===== config.mk =====
export PLATFORM = sky130hd
export DESIGN_NAME = bpf_div_stage
export DESIGN_NICKNAME = d
export VERILOG_FILES = /design/src/rtl/bpf_pkg.sv /design/src/rtl/bpf_div_stage.sv
export SDC_FILE = /design/constraint.sdc
export NUM_CORES = 2
export LEC_CHECK = 0
export BUFFER_PORTS_ARGS = -buffer_cell sky130_fd_sc_hd__buf_2
export CORE_AREA = 2 2 263 265
export CTS_BUF_LIST = sky130_fd_sc_hd__clkbuf_8
export CTS_CLUSTER_DIAMETER = 150
export DETAILED_ROUTE_END_ITERATION = 16
export DIE_AREA = 0 0 265 267
export PLACE_DENSITY = 0.84
export SYNTH_ARGS = -nofsm -noshare
export SYNTH_HDL_FRONTEND = slang
export SYNTH_SLANG_ARGS = --single-unit

===== constraint.sdc =====
create_clock -name clk -period 56.8 [get_ports clk]
set_input_delay 11.36 -clock clk [delete_from_list [all_inputs] [get_ports clk]]
set_output_delay 11.36 -clock clk [all_outputs]
set_load 0.02 [all_outputs]

===== src/rtl/bpf_pkg.sv =====
// Shared types and constants of the bond propulsion force pipeline.
// No dependencies; the files that use it refer to it by scoped names.
package bpf_pkg;

  // Configuration register indexes
  typedef enum logic [2:0] {
    REG_MAGNITUDE  = 3'd0,
    REG_REVERSAL   = 3'd1,
    REG_MOL_COUNT  = 3'd2,
    REG_FLIP_PROB  = 3'd3,
    REG_TYPE_FLAGS = 3'd4,
    REG_NEWTON     = 3'd5
  } reg_idx_t;

  // Bond type flag codes (other codes act as off)
  localparam logic [1:0] FLAG_PLUS  = 2'b01;
  localparam logic [1:0] FLAG_MINUS = 2'b11;

  localparam logic [31:0] TYPE_FLAGS_RESET = 32'h5555_5555;
  localparam int SQRT_STAGES  = 8;
  localparam int DIV_STAGES   = 8;
  localparam int STEPS        = 4;

  typedef struct packed {
    logic signed [31:0] magnitude;
    logic               reversal;
    logic [10:0]        mol_count;
    logic [31:0]        flip_prob;
    logic [31:0]        type_flags;
    logic               newton;
  } cfg_t;

  // Control that travels with each word
  typedef struct packed {
    logic       v;
    logic       fz;
    logic       neg;
    logic       ap1;
    logic       ap2;
    logic       dirn;
    logic [2:0] dneg;
  } ctl_t;

  // Square root stage word
  typedef struct packed {
    ctl_t             ctl;
    logic [63:0]      rem;
    logic [63:0]      res;
    logic [2:0][63:0] num;
  } sq_t;

  // Divider stage word
  typedef struct packed {
    ctl_t             ctl;
    logic [32:0]      den;
    logic [2:0]       sat;
    logic [2:0][33:0] rem;
    logic [2:0][31:0] low;
    logic [2:0][31:0] q;
  } dv_t;

endpackage


===== src/rtl/bpf_div_stage.sv =====
// One divider stage: four restoring quotient bits for all three components.
// Depends on bpf_pkg.
module bpf_div_stage (
  input  logic         clk,
  input  logic         rst,
  input  logic         en,
  input  bpf_pkg::dv_t d,
  output bpf_pkg::dv_t q
);
  bpf_pkg::dv_t q_next;
  logic [33:0]  r;

  // Shift in a dividend bit, subtract when it fits
  always_comb begin
    q_next = d;
    r      = '0;
    for (int c = 0; c < 3; c++) begin
      for (int i = 0; i < bpf_pkg::STEPS; i++) begin
        r = {q_next.rem[c][32:0], q_next.low[c][31]};
        q_next.low[c] = {q_next.low[c][30:0], 1'b0};
        if (r >= {1'b0, q_next.den}) begin
          q_next.rem[c] = r - {1'b0, q_next.den};
          q_next.q[c]   = {q_next.q[c][30:0], 1'b1};
        end else begin
          q_next.rem[c] = r;
          q_next.q[c]   = {q_next.q[c][30:0], 1'b0};
        end
      end
    end
  end

  always_ff @(posedge clk) begin
    if (rst) q.ctl.v <= 1'b0;
    else if (en) q <= q_next;
  end

endmodule


==> summary.txt <==
Setup path
  – Critical Path Max Stage Delay: approximately 1.1 ns
  – Critical Path Fanout Max: 36
  – WP data arrival: 26.20 ns
  – Type of the worst setup path: input port to flop
  – Most used cell, CP: o21ai_0
  – Crit. End Element: flop
  – Slowest cell on crit path: o2111a_2
  – Required time of the critical path: 57.21 ns
  – Setup crit start kind: input port

Final layout
  – Area grow syn2layout: 15.7%
  – Nets@finish: 5326
  – Largest register FFs: 327
  – Fill cells: 5850
  – Most frequent cells in the layout: 653 x buf_2, 408 x a21oi_1, 396 x ha_1
  – Commonest non-fill, non-tap cell in the layout: buf_2
  – Layout cells sized above 1: 0.235
  – Biggest register: q
  – Regs by FF count: q (327)

Global route
  – First-pass GRT wire length: ~190 mm
  – Total GRT Usage: 0.357
  – Largest net degree at the start of global routing: around 180
  – Grt ovf: 0
  – Initial antenna violation count: 27
  – Vias in the first global route: 31769

Synthesis
  – Post-synthesis instance total: about 3900
  – Synthesized flop and latch total: 327
  – Synth Area in Simple Gates: 0.141
  – Proportion of netlist area held by the largest area contributor: 0.277
  – Synth Area in XOR/XNOR: 0.0772
  – EDFF count, synth: approximately 330
  – Leading post-synthesis cells by cell area: edfxtp_1 28%, ha_1 14%, mux2_2 7.0%, a21oi_1 5.8%, xnor2_1 5.4%
  – Synth Flop Type: edfxtp_1
  – Synth cell types: 97
  – Synth Warn #: 0
  – Synth Cell Area: 0.0354 sq mm
  – Mapped Avg Cell Area: 9.05 sq um
  – Synth Area in Adders: 0.147
  – Largest family of logic cells by synthesized area: compound AO/OA/AOI/OAI gates
  – Mux cell area share after synthesis: 0.0948
  – Asr flop ratio synth: 0
  – Post-synthesis compound-gate area fraction: 0.228
  – Sequential share of the synthesized area: 0.277
  – Yosys top cell by area: edfxtp_1

Timing
  – Clock skew: 0 ns
  – RSZ-0062 raised after global routing: no
  – Final Cycle Share: 0.454
  – Max-slew violations: 0
  – Setup violators final: 0
  – Crit path time final: 25.79 ns
  – Worst-margin pin slew: ~1.2 ns
  – Slew Limit Headroom: 0.184
  – Setup TNS: 0 ns
  – Fmax: 38.8 MHz
  – Final Hold Vio Count: 0

Clock tree
  – CTS tree: yes
  – Worst skew pair latency: 0.68 ns
  – Hold-fix buffers, CTS: 0
  – H-tree Lvls: 2
  – Post-cts resize count: 0
  – CTS root buf: clkbuf_8
  – CTS buffer count: 57
  – Maximum clock insertion buffer count: 3
  – Postcts setup bufs: 0
  – # clock sinks: ~330
  – Worst-path clk slew: approximately 0.070 ns

Routing
  – Max layer used: met5
  – Detailed-route via count: 34602
  – Initial DRC count: 3133
  – Met1 wire length: 47.1 mm
  – Met2 wire len: 60.8 mm
  – Routed Antenna Nets: 0
  – Via-to-Cell Ratio: 6.26
  – Pre-antenna DRT Iters: 5
  – Residual DRC count: 0
  – Wire length per cell: 24.2 microns
  – Routed wl met3: roughly 13 mm
  – Wirelength, routed: ~130 mm

Min path
  – Worst hold path class: flop to flop

Pwr
  – Peak supply drop: 0.0501 mV
  – Leakage: 18.0 nW
  – PwrDens: around 73 mW/mm^2
  – Final total power: 2.98 mW

Floorplan
  – Die Wd: between 200 and 300 microns
  – Die area: approximately 0.071 sq mm
  – Die Ht: 267 microns
  – Num rows: 96
  – Ports: 681
  – Core area: 0.0680 sq mm
  – Starting Density: 0.521

Outcome
  – Status: finished clean

Run
  – Maxcap violations: 0

Place
  – Port Buf Inserts: 653
  – DP HPWL: 104 mm
  – Gpl congestion: 0.987
==> final timing paths <==
kind / depth (start not counted) / slack [ns] / from / to
hold reg to reg: 2 / 0.50 / q[338] / q[338]
setup / recovery: 45 / 31.01 / d[298] / q[264]
hold / removal: 2 / 0.50 / q[338] / q[338]
setup reg to reg: 2 / 56.21 / q[338] / q[338]
==> cells in the mapped netlist, types with 9 or more instances <==
master / number
nand4_1: 71
a21oi_1: 408
clkbuf_1: 54
nand2_1: 264
mux2_2: 219
or3_1: 24
buf_4: 14
or2_2: 18
o211ai_1: 37
buf_2: 21
ha_1: 396
a311o_1: 9
a211oi_1: 49
nor3_1: 79
a21o_1: 155
fa_1: 12
inv_1: 191
o21a_1: 63
o21ai_0: 243
nand3_1: 75
nor4_1: 23
mux2_4: 26
and2_1: 18
nor2_1: 248
a211o_1: 12
a31o_2: 11
xor2_1: 95
mux2i_1: 45
o31a_1: 16
o21bai_1: 53
a31oi_1: 43
a21boi_0: 17
nand2b_1: 39
a221o_1: 13
and3_1: 32
edfxtp_1: 326
or4_1: 12
o31ai_1: 29
and4_1: 17
nor2b_1: 55
a2111oi_0: 11
xnor2_1: 217
==> power by group <==
group	switching, mW	leakage (nW)	internal (mW)
sequential	0.0227	3.07	0.397
clock	0.111	0.642	0.124
combinational	1.30	14.3	1.03
total	1.44	18.0	1.55
==> critical path: cells and delay by family <==
kind,cells,cell delay (ns)
AOI/OAI and AO/OA,22,6.78
muxes,2,0.87
and+or+nand+nor,11,3.68
buffers and inverters,6,1.86
adders and majority gates,4,1.57
==> layout make-up <==
class / instances / area (sq um) / share of cell area
multi-input cells: 3295 / 24400 / 0.596
well taps: 882 / 1100 / 0.0269
clock inverters: 48 / 423 / 0.0103
diodes: 20 / 50.0 / 0.00122
clock buffers: 57 / 785 / 0.0192
inverters: 198 / 756 / 0.0185
repair buffers: 697 / 3610 / 0.0882
flip-flops and latches: 327 / 9810 / 0.239
==> metrics by stage <==
stage	setup WS, ns	area (sq um)	instances	utilization	hold WS (ns)
5_1_grt	30.18	40900	5518	0.602	0.566
3_5_place_dp	30.66	39700	5399	0.584	0.485
6_report	31.01	41000	5524	0.602	0.502
2_1_floorplan	29.97	35400	3921	-	0.579
4_1_cts	31.32	40900	5504	0.602	0.504
3_3_place_gp	30.75	39700	5399	0.584	0.470
==> cell families after synthesis <==
family,Yosys count
AO/OA/AOI/OAI,1261
XOR/XNOR,312
adder cells (fa/ha/maj),408
buffers and inverters,299
flip-flops,327
multiplexers,294
other,1
AND/OR/NAND/NOR,1008
==> per-layer routing <==
metal | GRT usage | vias to the layer above
li1 | - | 16224
met1 | 0.399 | 16044
met2 | 0.582 | 1853
met3 | 0.0851 | 471
met4 | 0.294 | 10
met5 | 0 | -
Power figures use the tool's default switching activity.
