<file path="config.mk">
export PLATFORM = sky130hd
export DESIGN_NAME = bpf_sqrt_stage
export DESIGN_NICKNAME = d
export VERILOG_FILES = /design/src/rtl/bpf_pkg.sv /design/src/rtl/bpf_sqrt_stage.sv
export SDC_FILE = /design/constraint.sdc
export NUM_CORES = 1
export LEC_CHECK = 0
export ABC_AREA = 1
export BUFFER_PORTS_ARGS = -buffer_cell sky130_fd_sc_hd__clkbuf_2
export CAP_MARGIN = 40
export CELL_PAD_IN_SITES_DETAIL_PLACEMENT = 0
export CELL_PAD_IN_SITES_GLOBAL_PLACEMENT = 1
export CORE_ASPECT_RATIO = 0.75
export CORE_MARGIN = 1.5
export CORE_UTILIZATION = 44
export CTS_BUF_LIST = sky130_fd_sc_hd__clkbuf_4
export CTS_CLUSTER_SIZE = 14
export DETAILED_ROUTE_END_ITERATION = 10
export PLACE_DENSITY_LB_ADDON = 0.1
export REMOVE_ABC_BUFFERS = 1
export SYNTH_ARGS = -nofsm -noshare
export SYNTH_HDL_FRONTEND = slang
export SYNTH_SLANG_ARGS = --single-unit
</file>
<file path="constraint.sdc">
create_clock -name clk -period 52.9 [get_ports clk]
set_input_delay 7.935 -clock clk [delete_from_list [all_inputs] [get_ports clk]]
set_output_delay 7.935 -clock clk [all_outputs]
set_load 0.02 [all_outputs]
</file>
<file path="src/rtl/bpf_pkg.sv">
// Shared types and constants of the bond propulsion force pipeline.
// No dependencies; the files that use it refer to it by scoped names.
package bpf_pkg;

  // Configuration register indexes
  typedef enum logic [2:0] {
    REG_MAGNITUDE  = 3'd0,
    REG_REVERSAL   = 3'd1,
    REG_MOL_COUNT  = 3'd2,
    REG_FLIP_PROB  = 3'd3,
    REG_TYPE_FLAGS = 3'd4,
    REG_NEWTON     = 3'd5
  } reg_idx_t;

  // Bond type flag codes (other codes act as off)
  localparam logic [1:0] FLAG_PLUS  = 2'b01;
  localparam logic [1:0] FLAG_MINUS = 2'b11;

  localparam logic [31:0] TYPE_FLAGS_RESET = 32'h5555_5555;
  localparam int SQRT_STAGES  = 8;
  localparam int DIV_STAGES   = 8;
  localparam int STEPS        = 4;

  typedef struct packed {
    logic signed [31:0] magnitude;
    logic               reversal;
    logic [10:0]        mol_count;
    logic [31:0]        flip_prob;
    logic [31:0]        type_flags;
    logic               newton;
  } cfg_t;

  // Control that travels with each word
  typedef struct packed {
    logic       v;
    logic       fz;
    logic       neg;
    logic       ap1;
    logic       ap2;
    logic       dirn;
    logic [2:0] dneg;
  } ctl_t;

  // Square root stage word
  typedef struct packed {
    ctl_t             ctl;
    logic [63:0]      rem;
    logic [63:0]      res;
    logic [2:0][63:0] num;
  } sq_t;

  // Divider stage word
  typedef struct packed {
    ctl_t             ctl;
    logic [32:0]      den;
    logic [2:0]       sat;
    logic [2:0][33:0] rem;
    logic [2:0][31:0] low;
    logic [2:0][31:0] q;
  } dv_t;

endpackage

</file>
<file path="src/rtl/bpf_sqrt_stage.sv">
// One square root stage: four bit steps of the integer root, then a register.
// Depends on bpf_pkg.
module bpf_sqrt_stage #(
  parameter int FIRST = 0
) (
  input  logic         clk,
  input  logic         rst,
  input  logic         en,
  input  bpf_pkg::sq_t d,
  output bpf_pkg::sq_t q
);
  bpf_pkg::sq_t q_next;
  logic [63:0]  bitv;

  // Advance four root bits
  always_comb begin
    q_next = d;
    bitv   = '0;
    for (int i = 0; i < bpf_pkg::STEPS; i++) begin
      bitv = 64'd1 << (62 - 2 * (FIRST + i));
      if (q_next.rem >= q_next.res + bitv) begin
        q_next.rem = q_next.rem - (q_next.res + bitv);
        q_next.res = (q_next.res >> 1) + bitv;
      end else begin
        q_next.res = q_next.res >> 1;
      end
    end
  end

  always_ff @(posedge clk) begin
    if (rst) q.ctl.v <= 1'b0;
    else if (en) q <= q_next;
  end

endmodule

</file>
==> flow_metrics.py <==
metrics = {
    "outcome": {
        "outcome": "finished, final reports clean",
    },
    "clocking": {
        "cts_max_path_buffers": 3,
        "cts_root_buf": "sky130_fd_sc_hd__clkbuf_4",
        "cts_made_buffers": 83,
        "cts-resized-gates": 0,
        "clkTransAtPathRegs_ns": 0.06,
        "post_cts.repair.setup_buffers": 0,
        "insertion_delay_ns": 0.87,
        "cts_htree_levels": 3,
        "clock-sinks": 329,
        "cts_hold_buffers": 0,
        "cts_tree": "yes",
    },
    "yosys": {
        "synth-edff-count": 328,
        "synth.cell_area_um2": 32550,
        "post_synth_fa_ha_maj_area_fraction_pct": 10.42,
        "yosys.cell_types.count": 56,
        "synth_mux_area_share_pct": 0,
        "syn_avg_cell_area_um2": 6.890,
        "synth_simple_gate_area_share_pct": 31.11,
        "dominantRegCellSynth": "sky130_fd_sc_hd__edfxtp_1",
        "share_of_flip_flops_with_an_asynchronous_set_or_reset_after_synthesis_pct": 0,
        "area_share_of_xor_xnor_cells_in_the_synthesized_design_pct": 5.301,
        "synth_compound_area_share_pct": 14.19,
        "ys_warn_count": 0,
        "synth_seq_cells": 329,
        "synth_seq_area_share_pct": 30.32,
        "synth_top_family_by_area": "simple AND/OR/NAND/NOR gates",
        "syn_inst": 4724,
    },
    "route": {
        "post_drt_via_cell_ratio": 5.505,
        "drt-wirelength-per-cell_um": 22.44,
        "routed-via-count": 35520,
        "initialDrtViolationCount": 4286,
        "antenna_violating_nets_post_route": 0,
        "wl_mm": 144.8,
        "first_pass_iters": 6,
        "drc": 0,
    },
    "setup_path": {
        "cp.required_ns": 53.50,
        "critical_path.max_fanout": 71,
        "critical_path_top_delay_cell": "sky130_fd_sc_hd__buf_4",
        "endpoint_kind": "flip-flop",
        "worst-path-buf-inv": 12,
        "arrival_ns": 21.61,
        "rr_startpoint": "q[328]",
        "reg2reg_depth": 2,
        "critical_path.max_stage_delay_ns": 0.64,
        "critPathMostFrequentCell": "sky130_fd_sc_hd__nand2_1",
        "cpLargestDelayFamily": "simple AND/OR/NAND/NOR gates",
        "category_of_the_critical_setup_timing_path": "in -> reg",
        "worst_r2r_endpoint": "q[328]",
        "worst-r2r-setup-slack_ns": 52.32,
        "worstSetupStartpointType": "input port",
    },
    "worst_hold_path": {
        "whs_endpoint": "q[328]",
        "hold_path_startpoint": "q[328]",
        "min_path_cells": 2,
        "hold_class": "reg -> reg",
    },
    "die": {
        "num_rows": 86,
        "standard_cell_core_area_um2": 73390,
        "initial_utilization_pct": 44.35,
        "fp.dieH_um": 238.6,
        "floorplan.die_area_um2": 75640,
        "io_pins": 661,
        "die_x_um": 317.1,
    },
    "timing": {
        "min_tclk_post_route_ns": 21.02,
        "timing.slew.headroom_pct": 38.97,
        "drv_slew": 0,
        "period_share_pct": 39.73,
        "holdWs_ns": 0.4833,
        "fin_setup_tns_ns": 0,
        "rsz0062_at_grt": "no",
        "max_freq_ghz": 0.04758,
        "setup_viol": 0,
        "worst-slew-pin-transition_ns": 0.9155,
        "timing.clock.skew_ns": 0,
        "setup_slack_ns": 31.88,
        "hold_viol_final": 0,
    },
    "global_routing": {
        "antenna_found_initial": 3,
        "globalRouteTotalUtil_pct": 36.76,
        "globalRoute.totalOverflow": 0,
        "vias_in_the_first_global_route": 31940,
        "grt_pass1_wl_mm": 202.9,
        "grt_max_degree": 167,
    },
    "cells_and_area": {
        "largest_register_ff_count": 329,
        "post_route_cells_drive_above_1_share_pct": 16.86,
        "final_nets": 6026,
        "syn_to_final_growth_pct": 16.35,
        "max_flop_register": "q",
        "stdcell_area_um2": 37870,
        "biggestRegsByFlops": "q (329)",
    },
    "placed_design": {
        "pre_cts_ws_ns": 31.41,
        "place.detailed.hpwl_mm": 124.8,
        "place_area_um2": 36850,
        "io_buffer_count": 660,
        "gp_congestion": 1.011,
    },
    "run": {
        "cap_violations": 0,
    },
}
-- tightest hold or removal path: stages, from the launching register on --
cell,delay [ns]
sky130_fd_sc_hd__dfxtp_1,0.32
sky130_fd_sc_hd__nand2_1,0.07
sky130_fd_sc_hd__a21oi_1,0.05
-- logic make-up (layout without fill, tap and decap cells) --
kind of cell / count (synthesis) / after routing
and+or+nand+nor: 2400 / 2400
AOI/OAI and AO/OA: 815 / 815
buffers and inverters: 714 / 1472
DFF: 329 / 329
adders and majority gates: 268 / 268
xor gates and xnor gates: 197 / 197
other: 1 / 4
-- synthesized netlist by cell type, drive strengths merged, types with 3 or more instances --
| library cell | instances | share of area [%] |
|---|---|---|
| o211ai | 10 | 0.29 |
| buf | 40 | 0.86 |
| clkbuf | 15 | 0.17 |
| o21ai | 266 | 4.3 |
| nand4 | 23 | 0.46 |
| xnor2 | 88 | 2.4 |
| inv | 659 | 7.6 |
| or2 | 40 | 0.77 |
| a21o | 35 | 0.81 |
| nand2 | 1285 | 15 |
| o2111ai | 3 | 0.081 |
| edfxtp | 328 | 30 |
| nand3 | 309 | 4.9 |
| nor2 | 579 | 6.8 |
| and2 | 64 | 1.2 |
| ha | 263 | 10 |
| o21bai | 40 | 0.93 |
| a31oi | 44 | 0.85 |
| fa | 5 | 0.31 |
| nand3b | 25 | 0.58 |
| a211oi | 3 | 0.069 |
| nor3 | 53 | 0.90 |
| xor2 | 109 | 2.9 |
| and3 | 6 | 0.12 |
| o21a | 20 | 0.46 |
| nor4 | 14 | 0.27 |
| a21oi | 369 | 5.8 |
| a21boi | 19 | 0.44 |
-- final cells by class --
class / instances / area, um^2
inverter: 659 / 2479
timing repair buffer: 672 / 3423
antenna: 3 / 7.507
tap: 968 / 1211
clock buffer: 115 / 863.3
sequential: 329 / 9869
fill: 7757 / 35510
multi-input combinational: 3681 / 19870
clock inverter: 26 / 146.4
-- per-stage QoR --
step | instances | util, %
6_report | 6453 | 51.61
5_1_grt | 6453 | 51.61
4_1_cts | 6450 | 51.60
3_5_place_dp | 6309 | 50.22
3_3_place_gp | 6307 | 50.18
2_1_floorplan | 4669 | -
-- per-layer routing --
metal	global-route usage, %	part of all wire [%]	wire length [um]	vias to the layer above
li1	-	-	-	17040
met1	58.47	48	69160	16400
met2	48.50	38	55190	1963
met3	10.20	13	18250	119
met4	6.003	1.4	2075	2
met5	1.104	0.079	114	-
-- worst max path at each step --
stage / slack, ns / end / cells after the start / from
6_report: 31.88 / q[251] / 56 / d[227]
4_1_cts: 32.28 / q[251] / 57 / d[251]
2_1_floorplan: 30.13 / q[0] / 2 / en
3_3_place_gp: 31.33 / q[251] / 55 / d[251]
5_1_grt: 31.29 / q[251] / 56 / d[227]
3_5_place_dp: 31.41 / q[251] / 57 / d[251]
-- layout by cell type, fill, tap and decap left out, types with 5 or more instances in the layout --
cell                       synthesis  final
sky130_fd_sc_hd__xor2_1          109    109
sky130_fd_sc_hd__o21bai_1         39     39
sky130_fd_sc_hd__and3_1            6      6
sky130_fd_sc_hd__or2_1            14     14
sky130_fd_sc_hd__clkbuf_4          0    115
sky130_fd_sc_hd__nor2_2           10     10
sky130_fd_sc_hd__nand2_4           6      6
sky130_fd_sc_hd__o21ai_2          22     22
sky130_fd_sc_hd__nand2_2          18     18
sky130_fd_sc_hd__nor2_1          567    566
sky130_fd_sc_hd__inv_1           640    640
sky130_fd_sc_hd__xnor2_1          88     88
sky130_fd_sc_hd__a31oi_1          44     44
sky130_fd_sc_hd__inv_2            17     17
sky130_fd_sc_hd__clkbuf_2          0    660
sky130_fd_sc_hd__clkinv_1          0     15
sky130_fd_sc_hd__o21ai_0         227    227
sky130_fd_sc_hd__and2_1           64     64
sky130_fd_sc_hd__nand4_1          22     22
sky130_fd_sc_hd__nor4_1           14     14
sky130_fd_sc_hd__ha_1            263    263
sky130_fd_sc_hd__o21a_1           20     20
sky130_fd_sc_hd__buf_4             2      9
sky130_fd_sc_hd__fa_1              5      5
sky130_fd_sc_hd__nand3b_1         25     25
sky130_fd_sc_hd__a21o_1           35     35
sky130_fd_sc_hd__edfxtp_1        328    328
sky130_fd_sc_hd__o211ai_1          6      6
sky130_fd_sc_hd__nand2_1        1261   1261
sky130_fd_sc_hd__nand3_1         304    304
sky130_fd_sc_hd__a21boi_0         18     18
sky130_fd_sc_hd__o21ai_1          17     17
sky130_fd_sc_hd__a21oi_2           7      7
sky130_fd_sc_hd__a21oi_1         362    362
sky130_fd_sc_hd__nor3_1           49     49
sky130_fd_sc_hd__or2_2            26     26
Power is not shown: default switching activity piles up to over one toggle a cycle in this logic, so the estimate is an artifact.
